### src/rtl/core/dcsd_pkg.sv
// Shared types and constants for the command stream decoder.
package dcsd_pkg;

  localparam int MAP_DEPTH = 128;
  localparam int MAP_AW    = (MAP_DEPTH > 1) ? $clog2(MAP_DEPTH) : 1;

  localparam int FIFO_DEPTH = 4;
  localparam int FIFO_AW    = $clog2(FIFO_DEPTH);

  localparam int CFG_AW = 5;

  // input command kinds
  localparam logic [1:0] CMD_BYTE    = 2'd0;
  localparam logic [1:0] CMD_MAP     = 2'd1;
  localparam logic [1:0] CMD_RESTART = 2'd2;

  // old-format opcodes and repair constants
  localparam logic [7:0] OP_DELAY8   = 8'h00;
  localparam logic [7:0] OP_REG1     = 8'h01;
  localparam logic [7:0] OP_PORT0    = 8'h02;
  localparam logic [7:0] OP_PORT1    = 8'h03;
  localparam logic [7:0] OP_ESC      = 8'h04;
  localparam logic [7:0] ESC_LIMIT   = 8'h08;
  localparam logic [7:0] R1_TAIL_LOW = 8'h08;
  localparam logic [7:0] R1_TAIL_MIN = 8'h20;
  localparam logic [7:0] R1_ALT_B0   = 8'h20;
  localparam logic [7:0] REG_R1      = 8'h01;
  localparam logic [7:0] REG_ESC     = 8'h04;
  localparam int         PORT_BIT    = 7;

  localparam logic EV_WRITE = 1'b0;
  localparam logic EV_END   = 1'b1;

  typedef enum logic [2:0] {
    REG_FORMAT_MODE = 3'd0,
    REG_SHORT_CODE  = 3'd1,
    REG_LONG_CODE   = 3'd2,
    REG_MAP_COUNT   = 3'd3,
    REG_INIT_END    = 3'd4,
    REG_PORT_COUNT  = 3'd5
  } cfg_idx_t;

  typedef struct packed {
    logic        format_mode;
    logic [7:0]  short_delay_code;
    logic [7:0]  long_delay_code;
    logic [7:0]  map_count;
    logic [31:0] init_end_offset;
    logic [1:0]  port_count;
  } cfg_t;

  typedef struct packed {
    logic        event_kind;
    logic        port;
    logic [7:0]  register_number;
    logic [7:0]  write_data;
    logic [31:0] due_tick;
    logic        last_of_run;
  } res_t;

  typedef struct packed {
    logic v0;
    logic v1;
    res_t r0;
    res_t r1;
  } push_t;

endpackage

### src/rtl/core/dcsd_cfg_regs.sv
// Configuration register file with the register bus write and read decode.
module dcsd_cfg_regs (
  input  logic                       clk,
  input  logic                       rst_n,
  input  logic                       psel,
  input  logic                       penable,
  input  logic                       pwrite,
  input  logic [dcsd_pkg::CFG_AW-1:0] paddr,
  input  logic [31:0]                pwdata,
  output logic [31:0]                prdata,
  output dcsd_pkg::cfg_t             cfg,
  output logic                       fmt_wr
);
  import dcsd_pkg::*;

  cfg_t     cfg_r;
  cfg_idx_t idx;
  logic     wr;

  assign idx    = cfg_idx_t'(paddr[CFG_AW-1:2]);
  assign wr     = psel & penable & pwrite;
  assign fmt_wr = wr && (idx == REG_FORMAT_MODE);
  assign cfg    = cfg_r;

  always_ff @(posedge clk) begin
    if (!rst_n) begin
      cfg_r.format_mode      <= 1'b1;
      cfg_r.short_delay_code <= 8'h00;
      cfg_r.long_delay_code  <= 8'h01;
      cfg_r.map_count        <= 8'h00;
      cfg_r.init_end_offset  <= 32'h0;
      cfg_r.port_count       <= 2'd1;
    end else if (wr) begin
      unique case (idx)
        REG_FORMAT_MODE: cfg_r.format_mode      <= pwdata[0];
        REG_SHORT_CODE:  cfg_r.short_delay_code <= pwdata[7:0];
        REG_LONG_CODE:   cfg_r.long_delay_code  <= pwdata[7:0];
        REG_MAP_COUNT:   cfg_r.map_count        <= pwdata[7:0];
        REG_INIT_END:    cfg_r.init_end_offset  <= pwdata;
        REG_PORT_COUNT:  cfg_r.port_count       <= pwdata[1:0];
        default: ;
      endcase
    end
  end

  always_comb begin
    unique case (idx)
      REG_FORMAT_MODE: prdata = {31'd0, cfg_r.format_mode};
      REG_SHORT_CODE:  prdata = {24'd0, cfg_r.short_delay_code};
      REG_LONG_CODE:   prdata = {24'd0, cfg_r.long_delay_code};
      REG_MAP_COUNT:   prdata = {24'd0, cfg_r.map_count};
      REG_INIT_END:    prdata = cfg_r.init_end_offset;
      REG_PORT_COUNT:  prdata = {30'd0, cfg_r.port_count};
      default:         prdata = 32'd0;
    endcase
  end

endmodule

### src/rtl/core/dcsd_parser.sv
// Stream byte parser: phase machine, tick accumulator and register map memory.
module dcsd_parser (
  input  logic                clk,
  input  logic                rst_n,
  input  dcsd_pkg::cfg_t      cfg,
  input  logic                fmt_wr,
  input  logic                acc,
  input  logic [1:0]          command,
  input  logic [7:0]          stream_byte,
  input  logic [6:0]          map_index,
  input  logic [7:0]          map_value,
  input  logic                final_byte,
  output dcsd_pkg::push_t     push
);
  import dcsd_pkg::*;

  typedef enum logic [2:0] {
    PH_IDLE   = 3'd0,
    PH_DELAY8 = 3'd1,
    PH_R1_B0  = 3'd2,
    PH_R1_B1  = 3'd3,
    PH_ESC    = 3'd4,
    PH_DATA   = 3'd6,
    PH_PAIR   = 3'd7
  } phase_t;

  phase_t      phase_r, phase_nxt;
  logic        sel_port_r, sel_port_nxt;
  logic [7:0]  held_cmd_r, held_cmd_nxt;
  logic [7:0]  held_byte_r, held_byte_nxt;
  logic [31:0] pos_r, pos_nxt;
  logic [31:0] tick_r, tick_nxt;
  logic        ended_r, ended_nxt;

  logic [7:0]  map_mem [MAP_DEPTH];
  logic [7:0]  map_q_r;

  logic        load_acc, restart_acc, byte_acc;
  logic        rd_en, fwd_hit;
  logic        pos_before_init;
  logic        idx_valid;
  logic [16:0] delta;
  logic [31:0] tick_sum;
  logic        w_emit, w_ok, e_emit;
  logic        w_port;
  logic [7:0]  w_reg;
  logic [7:0]  w_data;
  res_t        wres, eres;

  assign load_acc    = acc && (command == CMD_MAP);
  assign restart_acc = acc && (command == CMD_RESTART);
  assign byte_acc    = acc && (command == CMD_BYTE) && !ended_r;

  assign pos_before_init = pos_r < cfg.init_end_offset;
  assign idx_valid = ({1'b0, held_cmd_r[6:0]} < cfg.map_count) &&
                     ({1'b0, held_cmd_r[6:0]} < 8'(MAP_DEPTH));
  assign tick_sum  = tick_r + 32'(delta);

  // map entry read is launched with the first byte of a pair; a load that
  // lands on the held entry before the second byte is forwarded
  assign fwd_hit = load_acc && (8'(map_index) < 8'(MAP_DEPTH)) &&
                   (map_index[MAP_AW-1:0] == held_cmd_r[MAP_AW-1:0]);

  always_ff @(posedge clk) begin
    if (load_acc && (8'(map_index) < 8'(MAP_DEPTH))) begin
      map_mem[map_index[MAP_AW-1:0]] <= map_value;
    end
  end

  always_ff @(posedge clk) begin
    if (rd_en) begin
      map_q_r <= map_mem[stream_byte[MAP_AW-1:0]];
    end else if (fwd_hit) begin
      map_q_r <= map_value;
    end
  end

  always_comb begin
    phase_nxt     = phase_r;
    sel_port_nxt  = sel_port_r;
    held_cmd_nxt  = held_cmd_r;
    held_byte_nxt = held_byte_r;
    pos_nxt       = pos_r;
    tick_nxt      = tick_r;
    ended_nxt     = ended_r;
    rd_en         = 1'b0;
    delta         = 17'd0;
    w_emit        = 1'b0;
    w_port        = sel_port_r;
    w_reg         = held_cmd_r;
    w_data        = stream_byte;
    e_emit        = 1'b0;

    if (restart_acc) begin
      phase_nxt     = PH_IDLE;
      sel_port_nxt  = 1'b0;
      held_cmd_nxt  = 8'h00;
      held_byte_nxt = 8'h00;
      pos_nxt       = 32'd0;
      tick_nxt      = 32'd0;
      ended_nxt     = 1'b0;
    end else if (fmt_wr) begin
      phase_nxt = PH_IDLE;
    end else if (byte_acc) begin
      if (pos_r != 32'hFFFF_FFFF) begin
        pos_nxt = pos_r + 32'd1;
      end
      if (cfg.format_mode) begin
        if (phase_r != PH_PAIR) begin
          held_cmd_nxt = stream_byte;
          phase_nxt    = PH_PAIR;
          rd_en        = 1'b1;
        end else begin
          phase_nxt = PH_IDLE;
          if (held_cmd_r == cfg.short_delay_code) begin
            delta = 17'(stream_byte) + 17'd1;
          end else if (held_cmd_r == cfg.long_delay_code) begin
            delta = {(9'(stream_byte) + 9'd1), 8'h00};
          end else if (idx_valid) begin
            w_emit = 1'b1;
            w_port = held_cmd_r[PORT_BIT];
            w_reg  = map_q_r;
          end
        end
      end else begin
        unique case (phase_r)
          PH_IDLE: begin
            case (stream_byte) inside
              OP_DELAY8:          phase_nxt = PH_DELAY8;
              OP_REG1:            phase_nxt = PH_R1_B0;
              OP_PORT0, OP_PORT1: sel_port_nxt = stream_byte[0];
              OP_ESC:             phase_nxt = PH_ESC;
              default: begin
                held_cmd_nxt = stream_byte;
                phase_nxt    = PH_DATA;
              end
            endcase
          end
          PH_DELAY8: begin
            delta     = 17'(stream_byte) + 17'd1;
            phase_nxt = PH_IDLE;
          end
          PH_R1_B0: begin
            if (pos_before_init) begin
              w_emit    = 1'b1;
              w_reg     = REG_R1;
              phase_nxt = PH_IDLE;
            end else begin
              held_byte_nxt = stream_byte;
              phase_nxt     = PH_R1_B1;
            end
          end
          PH_R1_B1: begin
            // on a match held byte is reg 1 data; this byte opens a new write
            if ((held_byte_r == 8'h00 || held_byte_r == R1_ALT_B0) &&
                (stream_byte == R1_TAIL_LOW || stream_byte >= R1_TAIL_MIN)) begin
              w_emit       = 1'b1;
              w_reg        = REG_R1;
              w_data       = held_byte_r;
              held_cmd_nxt = stream_byte;
              phase_nxt    = PH_DATA;
            end else begin
              delta     = 17'({stream_byte, held_byte_r}) + 17'd1;
              phase_nxt = PH_IDLE;
            end
          end
          PH_ESC: begin
            if (stream_byte >= ESC_LIMIT || pos_before_init) begin
              w_emit    = 1'b1;
              w_reg     = REG_ESC;
              phase_nxt = PH_IDLE;
            end else begin
              held_cmd_nxt = stream_byte;
              phase_nxt    = PH_DATA;
            end
          end
          PH_DATA: begin
            w_emit    = 1'b1;
            phase_nxt = PH_IDLE;
          end
          default: phase_nxt = PH_IDLE;
        endcase
      end
      tick_nxt = tick_sum;
      if (final_byte) begin
        e_emit    = 1'b1;
        ended_nxt = 1'b1;
        phase_nxt = PH_IDLE;
      end
    end
  end

  // write to an absent port is dropped
  assign w_ok = w_emit && ({1'b0, w_port} < cfg.port_count);

  always_comb begin
    wres.event_kind      = EV_WRITE;
    wres.port            = w_port;
    wres.register_number = w_reg;
    wres.write_data      = w_data;
    wres.due_tick        = tick_r;
    wres.last_of_run     = !e_emit;
    eres.event_kind      = EV_END;
    eres.port            = 1'b0;
    eres.register_number = 8'h00;
    eres.write_data      = 8'h00;
    eres.due_tick        = tick_sum;
    eres.last_of_run     = 1'b1;
    push.v0 = w_ok | e_emit;
    push.v1 = w_ok & e_emit;
    push.r0 = w_ok ? wres : eres;
    push.r1 = eres;
  end

  always_ff @(posedge clk) begin
    if (!rst_n) begin
      phase_r     <= PH_IDLE;
      sel_port_r  <= 1'b0;
      held_cmd_r  <= 8'h00;
      held_byte_r <= 8'h00;
      pos_r       <= 32'd0;
      tick_r      <= 32'd0;
      ended_r     <= 1'b0;
    end else begin
      phase_r     <= phase_nxt;
      sel_port_r  <= sel_port_nxt;
      held_cmd_r  <= held_cmd_nxt;
      held_byte_r <= held_byte_nxt;
      pos_r       <= pos_nxt;
      tick_r      <= tick_nxt;
      ended_r     <= ended_nxt;
    end
  end

  a_final_ends: assert property (@(posedge clk) disable iff (!rst_n)
    byte_acc && final_byte |=> ended_r)
    else $error("final byte did not end the stream");

  a_ended_idle: assert property (@(posedge clk) disable iff (!rst_n)
    ended_r |-> phase_r == PH_IDLE)
    else $error("partial command held after end of stream");

  a_ended_silent: assert property (@(posedge clk) disable iff (!rst_n)
    ended_r |-> !push.v0 && !push.v1)
    else $error("result produced after end of stream");

endmodule

### src/rtl/core/dcsd_out_fifo.sv
// Result buffer: takes up to two results a cycle, hands out one per transfer.
module dcsd_out_fifo (
  input  logic            clk,
  input  logic            rst_n,
  input  dcsd_pkg::push_t push,
  output logic            room,
  output logic            out_valid,
  input  logic            out_ready,
  output dcsd_pkg::res_t  out_res
);
  import dcsd_pkg::*;

  res_t                 buf_q [FIFO_DEPTH];
  logic [FIFO_AW-1:0]   wr_ptr_r, wr_ptr_nxt;
  logic [FIFO_AW-1:0]   rd_ptr_r, rd_ptr_nxt;
  logic [FIFO_AW:0]     count_r, count_nxt;
  logic                 pop;
  logic [FIFO_AW-1:0]   wr_ptr_p1;

  assign pop       = out_valid & out_ready;
  assign out_valid = (count_r != '0);
  assign out_res   = buf_q[rd_ptr_r];
  assign room      = (count_r <= (FIFO_AW+1)'(FIFO_DEPTH - 2));
  assign wr_ptr_p1 = wr_ptr_r + 1'b1;

  always_comb begin
    wr_ptr_nxt = wr_ptr_r + FIFO_AW'(push.v0) + FIFO_AW'(push.v1);
    rd_ptr_nxt = rd_ptr_r + FIFO_AW'(pop);
    count_nxt  = count_r + (FIFO_AW+1)'(push.v0) + (FIFO_AW+1)'(push.v1)
                 - (FIFO_AW+1)'(pop);
  end

  always_ff @(posedge clk) begin
    if (push.v0) begin
      buf_q[wr_ptr_r] <= push.r0;
    end
    if (push.v1) begin
      buf_q[wr_ptr_p1] <= push.r1;
    end
  end

  always_ff @(posedge clk) begin
    if (!rst_n) begin
      wr_ptr_r <= '0;
      rd_ptr_r <= '0;
      count_r  <= '0;
    end else begin
      wr_ptr_r <= wr_ptr_nxt;
      rd_ptr_r <= rd_ptr_nxt;
      count_r  <= count_nxt;
    end
  end

  a_bounded: assert property (@(posedge clk) disable iff (!rst_n)
    count_r <= (FIFO_AW+1)'(FIFO_DEPTH))
    else $error("result buffer overflow");

  a_push_has_room: assert property (@(posedge clk) disable iff (!rst_n)
    push.v0 |-> count_r <= (FIFO_AW+1)'(FIFO_DEPTH - 2))
    else $error("results pushed without room");

  a_pair_ordered: assert property (@(posedge clk) disable iff (!rst_n)
    push.v1 |-> push.v0 && !push.r0.last_of_run && push.r1.last_of_run)
    else $error("two-result run malformed");

endmodule

### src/rtl/core/dro_command_stream_decoder.sv
// Top level of the register-capture command stream decoder.
//
// Decodes a captured sound-chip register log, one byte per input transfer,
// into timed register writes, each stamped with the wrapping tick count at
// which it takes effect; the byte flagged by tlast also yields an end event.
// Rate: one input transfer per clock, sustained, while the result side keeps
// up. Each input causes zero, one or two results; results go through a
// four-entry buffer, and in_tready is high whenever that buffer has room for
// two more, so a stalled or slow result side is what throttles input. In the
// paired format the register map (a synchronous memory) is read
// when the first byte of a pair arrives, so the second byte may follow in the
// very next cycle; a map load to the same entry in between is forwarded. Map
// entries never loaded read back undefined. There is no clearing pass.
module dro_command_stream_decoder (
  input  logic                        clk,
  input  logic                        rst_n,
  // input stream
  input  logic                        in_tvalid,
  output logic                        in_tready,
  input  logic [23:0]                 in_tdata,  // stream_byte, map_index, map_value, pad
  input  logic [1:0]                  in_tuser,  // command
  input  logic                        in_tlast,  // final_byte
  // result stream
  output logic                        out_tvalid,
  input  logic                        out_tready,
  output logic [55:0]                 out_tdata, // port, register_number, write_data, due_tick, pad
  output logic                        out_tuser, // event_kind
  output logic                        out_tlast, // last_of_run
  // configuration
  input  logic                        cfg_psel,
  input  logic                        cfg_penable,
  input  logic                        cfg_pwrite,
  input  logic [dcsd_pkg::CFG_AW-1:0] cfg_paddr,
  input  logic [31:0]                 cfg_pwdata,
  output logic [31:0]                 cfg_prdata,
  output logic                        cfg_pready
);
  import dcsd_pkg::*;

  cfg_t  cfg;
  logic  fmt_wr;
  logic  acc;
  logic  room;
  push_t push;
  res_t  head;

  assign cfg_pready = 1'b1;
  assign in_tready  = room;
  assign acc        = in_tvalid & in_tready;

  dcsd_cfg_regs u_cfg (
    .clk     (clk),
    .rst_n   (rst_n),
    .psel    (cfg_psel),
    .penable (cfg_penable),
    .pwrite  (cfg_pwrite),
    .paddr   (cfg_paddr),
    .pwdata  (cfg_pwdata),
    .prdata  (cfg_prdata),
    .cfg     (cfg),
    .fmt_wr  (fmt_wr)
  );

  // field unpack: stream byte low, then map index, then map value
  dcsd_parser u_parser (
    .clk         (clk),
    .rst_n       (rst_n),
    .cfg         (cfg),
    .fmt_wr      (fmt_wr),
    .acc         (acc),
    .command     (in_tuser),
    .stream_byte (in_tdata[7:0]),
    .map_index   (in_tdata[14:8]),
    .map_value   (in_tdata[22:15]),
    .final_byte  (in_tlast),
    .push        (push)
  );

  dcsd_out_fifo u_fifo (
    .clk       (clk),
    .rst_n     (rst_n),
    .push      (push),
    .room      (room),
    .out_valid (out_tvalid),
    .out_ready (out_tready),
    .out_res   (head)
  );

  // result pack; in_tdata[23] is padding and unused by design
  assign out_tdata = {7'd0, head.due_tick, head.write_data,
                      head.register_number, head.port};
  assign out_tuser = head.event_kind;
  assign out_tlast = head.last_of_run;

endmodule

### config.mk
export PLATFORM = sky130hd
export DESIGN_NAME = dro_command_stream_decoder
export DESIGN_NICKNAME = d
export VERILOG_FILES = /design/src/rtl/core/dcsd_pkg.sv /design/src/rtl/core/dcsd_cfg_regs.sv /design/src/rtl/core/dcsd_parser.sv /design/src/rtl/core/dcsd_out_fifo.sv /design/src/rtl/core/dro_command_stream_decoder.sv
export SDC_FILE = /design/constraint.sdc
export NUM_CORES = 2
export LEC_CHECK = 0
export BUFFER_PORTS_ARGS = -buffer_cell sky130_fd_sc_hd__buf_2
export CORE_ASPECT_RATIO = 1.5
export CORE_UTILIZATION = 60
export DETAILED_ROUTE_END_ITERATION = 8
export PLACE_DENSITY = 0.84
export SLEW_MARGIN = 5
export SYNTH_ARGS = -nofsm -noshare
export SYNTH_HDL_FRONTEND = slang
export SYNTH_SLANG_ARGS = --single-unit
### constraint.sdc
create_clock -name clk -period 5.81 [get_ports clk]
set_clock_uncertainty 0.1 [all_clocks]
set_input_delay 0.8715 -clock clk [delete_from_list [all_inputs] [get_ports clk]]
set_output_delay 0.8715 -clock clk [all_outputs]
set_load 0.02 [all_outputs]
==> impl_metrics.toml <==
[outcome]
status = "finished, final reports clean"

[final_layout]
final_cell_mix = "1160 x edfxtp_1, 388 x mux4_2, 333 x nor2_1, 227 x nand2_1, 225 x dfxtp_1"
n_fill_cell = 6174
final_util_pct = 66.70
final_common_cell = "edfxtp_1"
area_growth_pct = 10.37
layout-drive-gt1-share_pct = 21.89
final_net_count = 3993

[critical_path]
critPathMaxStageDelay_ns = 0.64
crit_arrival_ns = 5.70
crit_path_cell_trace = "inv_1, ha_1, a21oi_1, a31oi_1, a2111oi_0, o21ai_1, a21oi_1, o31ai_4, a21oi_4, buf_4, nand2_1, ha_1, inv_1, fa_1, fa_1, xnor2_1, and2_1"
critPathMaxFanout = 18
crit_path_start_kind = "flip-flop"
end_kind = "flip-flop"
path_class = "reg -> reg"
crit_required_ns = 6.35
slowest_stage = "a2111oi_0"

[placement]
gp_congestion = 0.9471
dp_hpwl_mm = 97.03
numPortBuffers = 152
post-place-ws_ns = 0.2210

[floorplan]
die_w_um = 258.9
start_util_pct = 60.43
die_height_um = 387.3
io_pins = 164
coreArea_um2 = 98270
dieArea_um2 = 100300
core.rowCount = 141

[yosys]
syn_avg_cell_area_um2 = 15.97
syn-instance-count = 3719
yosys_warnings = 0
async_flop_share_pct = 0
synth-seq-area-share_pct = 66.31
synth_area_um2 = 59380
ys.flop_type = "edfxtp_1"
synth_edf_count = 1160
yosysUniqueCellTypes = 91
ys_seq_elements = 1387

[sta]
setup_violations = 0
fin_ws_ns = 0.6486
hold_viol_final = 0
min_period_ns = 5.161
period_share_pct = 88.84
drv_slew = 0
fmax_mhz = 193.7
maxSlewHeadroom_pct = 11.45
max_slew.worst_pin.slew_ns = 1.321
tns_ns = 0
rsz0062_at_grt = "false"

[routing]
viasPerCell = 6.771
vias = 35540
routedWlPerCell_um = 30.13
firstDrtPassIters = 6
drt_wl_total_mm = 158.1
ant_nets = 0
drc = 0
drt_iter0_markers = 4828

[cts]
cts_sinks = 1387
cts_hold_buf = 0
cts_resized = 0
cts_tree = "built"
cts_htree_levels = 3
post_cts.repair.setup_buffers = 0
clock_latency_ns = 0.75
numCtsBuffers = 116
cts_root_buf = "clkbuf_16"
path_clk_slew_ns = 0.07
clockBufferDepth = 3

[job]
cap_viol_max_count = 0

[power_and_ir_drop]
p_int_uw = 15830
ir_worst_vdd_uv = 306.4
p_sw_share_pct = 23.47
power.leakage_uw = 0.02128
power_switching_uw = 4853
pwr-share-comb_pct = 8.0
p_seq_share_pct = 52.8
clkPwrFrac_pct = 39.3
powerDensity_nw_per_um2 = 315.5

[grt]
grt_pass1_wl_mm = 232.7
antenna_found_initial = 5
grt-ovfl-total = 0
first_global_vias = 35950
grt_max_degree = 121
grt_util_all_layers_pct = 31.77

[hold_path]
hp-class = "in -> reg"
metrics by stage:
step	area, um2	hold WS (ns)	cells	total power [uW]
6_report	65540	0.2701	5248	20680
5_1_grt	65540	0.2716	5247	21130
4_1_cts	65530	0.2364	5244	20710
3_5_place_dp	61600	0.3576	5023	12760
3_3_place_gp	61600	0.3377	5023	12700
2_1_floorplan	59410	0.3225	3725	12140
synth_stat cells, types with 5 or more instances:
| library cell | count | share of area [%] |
|---|---|---|
| buf_4 | 12 | 0.15 |
| inv_1 | 76 | 0.48 |
| mux2i_1 | 65 | 1.1 |
| a311oi_1 | 8 | 0.12 |
| nor2_1 | 333 | 2.1 |
| o21a_1 | 5 | 0.063 |
| a21oi_1 | 132 | 1.1 |
| xor2_1 | 48 | 0.71 |
| nand3_1 | 78 | 0.66 |
| and3_1 | 22 | 0.23 |
| or2_2 | 5 | 0.053 |
| a22oi_1 | 32 | 0.40 |
| mux4_2 | 388 | 15 |
| dfxtp_1 | 227 | 7.7 |
| nand4_1 | 20 | 0.21 |
| o21ai_0 | 79 | 0.67 |
| a21o_1 | 15 | 0.19 |
| nor3_1 | 57 | 0.48 |
| a22o_1 | 85 | 1.3 |
| clkbuf_1 | 157 | 0.99 |
| nand2_1 | 227 | 1.4 |
| ha_1 | 64 | 1.3 |
| o21ai_1 | 46 | 0.39 |
| a21boi_0 | 36 | 0.46 |
| buf_2 | 48 | 0.40 |
| nand2b_1 | 8 | 0.084 |
| o31ai_1 | 9 | 0.11 |
| o22ai_1 | 14 | 0.15 |
| o211ai_1 | 9 | 0.11 |
| edfxtp_1 | 1160 | 59 |
| and2_1 | 19 | 0.20 |
| or3_1 | 26 | 0.27 |
| buf_1 | 17 | 0.11 |
| nor4_1 | 7 | 0.074 |
| a211oi_1 | 7 | 0.088 |
| xnor2_1 | 44 | 0.65 |
| nor2b_1 | 38 | 0.40 |
metal layers:
layer / up-vias / routed length, um / track usage, %
li1: 14800 / - / -
met1: 17840 / 51640 / 36.50
met2: 2334 / 81880 / 54.92
met3: 558 / 12880 / 4.646
met4: 2 / 11730 / 21.32
met5: - / 13 / 0
cell families (layout without fill, tap and decap cells):
kind of cell               after synthesis  in the layout  share of synthesized area (%)
AOI/OAI and AO/OA                      528            528                          6.045
muxes                                  457            457                          15.90
and+or+nand+nor                        869            869                          6.677
buffers and inverters                  316            548                          2.217
adders and majority gates               68             68                          1.483
xor gates and xnor gates                92             92                          1.357
other                                    2             12                        0.01265
DFF                                   1387           1387                          66.31
final timing paths:
path                                        to  slack, ns                  startpoint  depth (start not counted)
setup / recovery  u_fifo.count_r[2]$_SDFF_PN0_       0.65  u_cfg.cfg[13]$_SDFFE_PN0P_                         17
hold reg to reg     u_cfg.cfg[33]$_SDFFE_PN0P_       0.37  u_cfg.cfg[33]$_SDFFE_PN0P_                          2
setup reg to reg  u_fifo.count_r[2]$_SDFF_PN0_       0.65  u_cfg.cfg[13]$_SDFFE_PN0P_                         17
hold / removal      u_cfg.cfg[30]$_SDFFE_PN0P_       0.27              cfg_pwdata[28]                          3
sequential cells by signal, summed over array words and instances, names as in the netlist:
signal                count
u_fifo.count_r            3
u_parser.map_mem       1024
u_parser.phase_r          3
u_fifo.wr_ptr_r           2
u_parser.sel_port_r       1
u_parser.pos_r           32
u_parser.map_q_r          8
u_parser.tick_r          32
u_fifo.rd_ptr_r           2
u_parser.ended_r          1
u_cfg.cfg                59
u_parser.held_cmd_r       8
u_parser.held_byte_r      8
u_fifo.buf_q            204
power groups by stage:
stage | Sequential [uW] | Combinational, uW | Clock, uW
6_report | 10900 | 1650 | 8120
5_1_grt | 10900 | 1720 | 8490
4_1_cts | 10900 | 1640 | 8150
3_5_place_dp | 11100 | 1620 | 0
3_3_place_gp | 11100 | 1570 | 0
2_1_floorplan | 11000 | 1100 | 0
area by class of cell:
| cell class | count | area (um2) | share of cell area [%] |
|---|---|---|---|
| Sequential cell | 1387 | 39380 | 60.09 |
| Antenna cell | 4 | 10.01 | 0.01527 |
| Clock inverter | 83 | 940.9 | 1.436 |
| Tap cell | 1287 | 1610 | 2.457 |
| Multi-Input combinational cell | 2022 | 18740 | 28.60 |
| Inverter | 77 | 289.0 | 0.4410 |
| Clock buffer | 138 | 2985 | 4.555 |
| Timing Repair Buffer | 250 | 1579 | 2.409 |
worst max-delay path: cells and delay by family (launching register included):
kind	cells	cell delay, ns
AO/OA/AOI/OAI	7	2.21
AND/OR/NAND/NOR	2	0.40
XOR/XNOR	1	0.14
flip-flops	1	0.32
buffers and inverters	3	0.38
adder cells (fa/ha/maj)	4	1.53
Power figures use the tool's default switching activity.
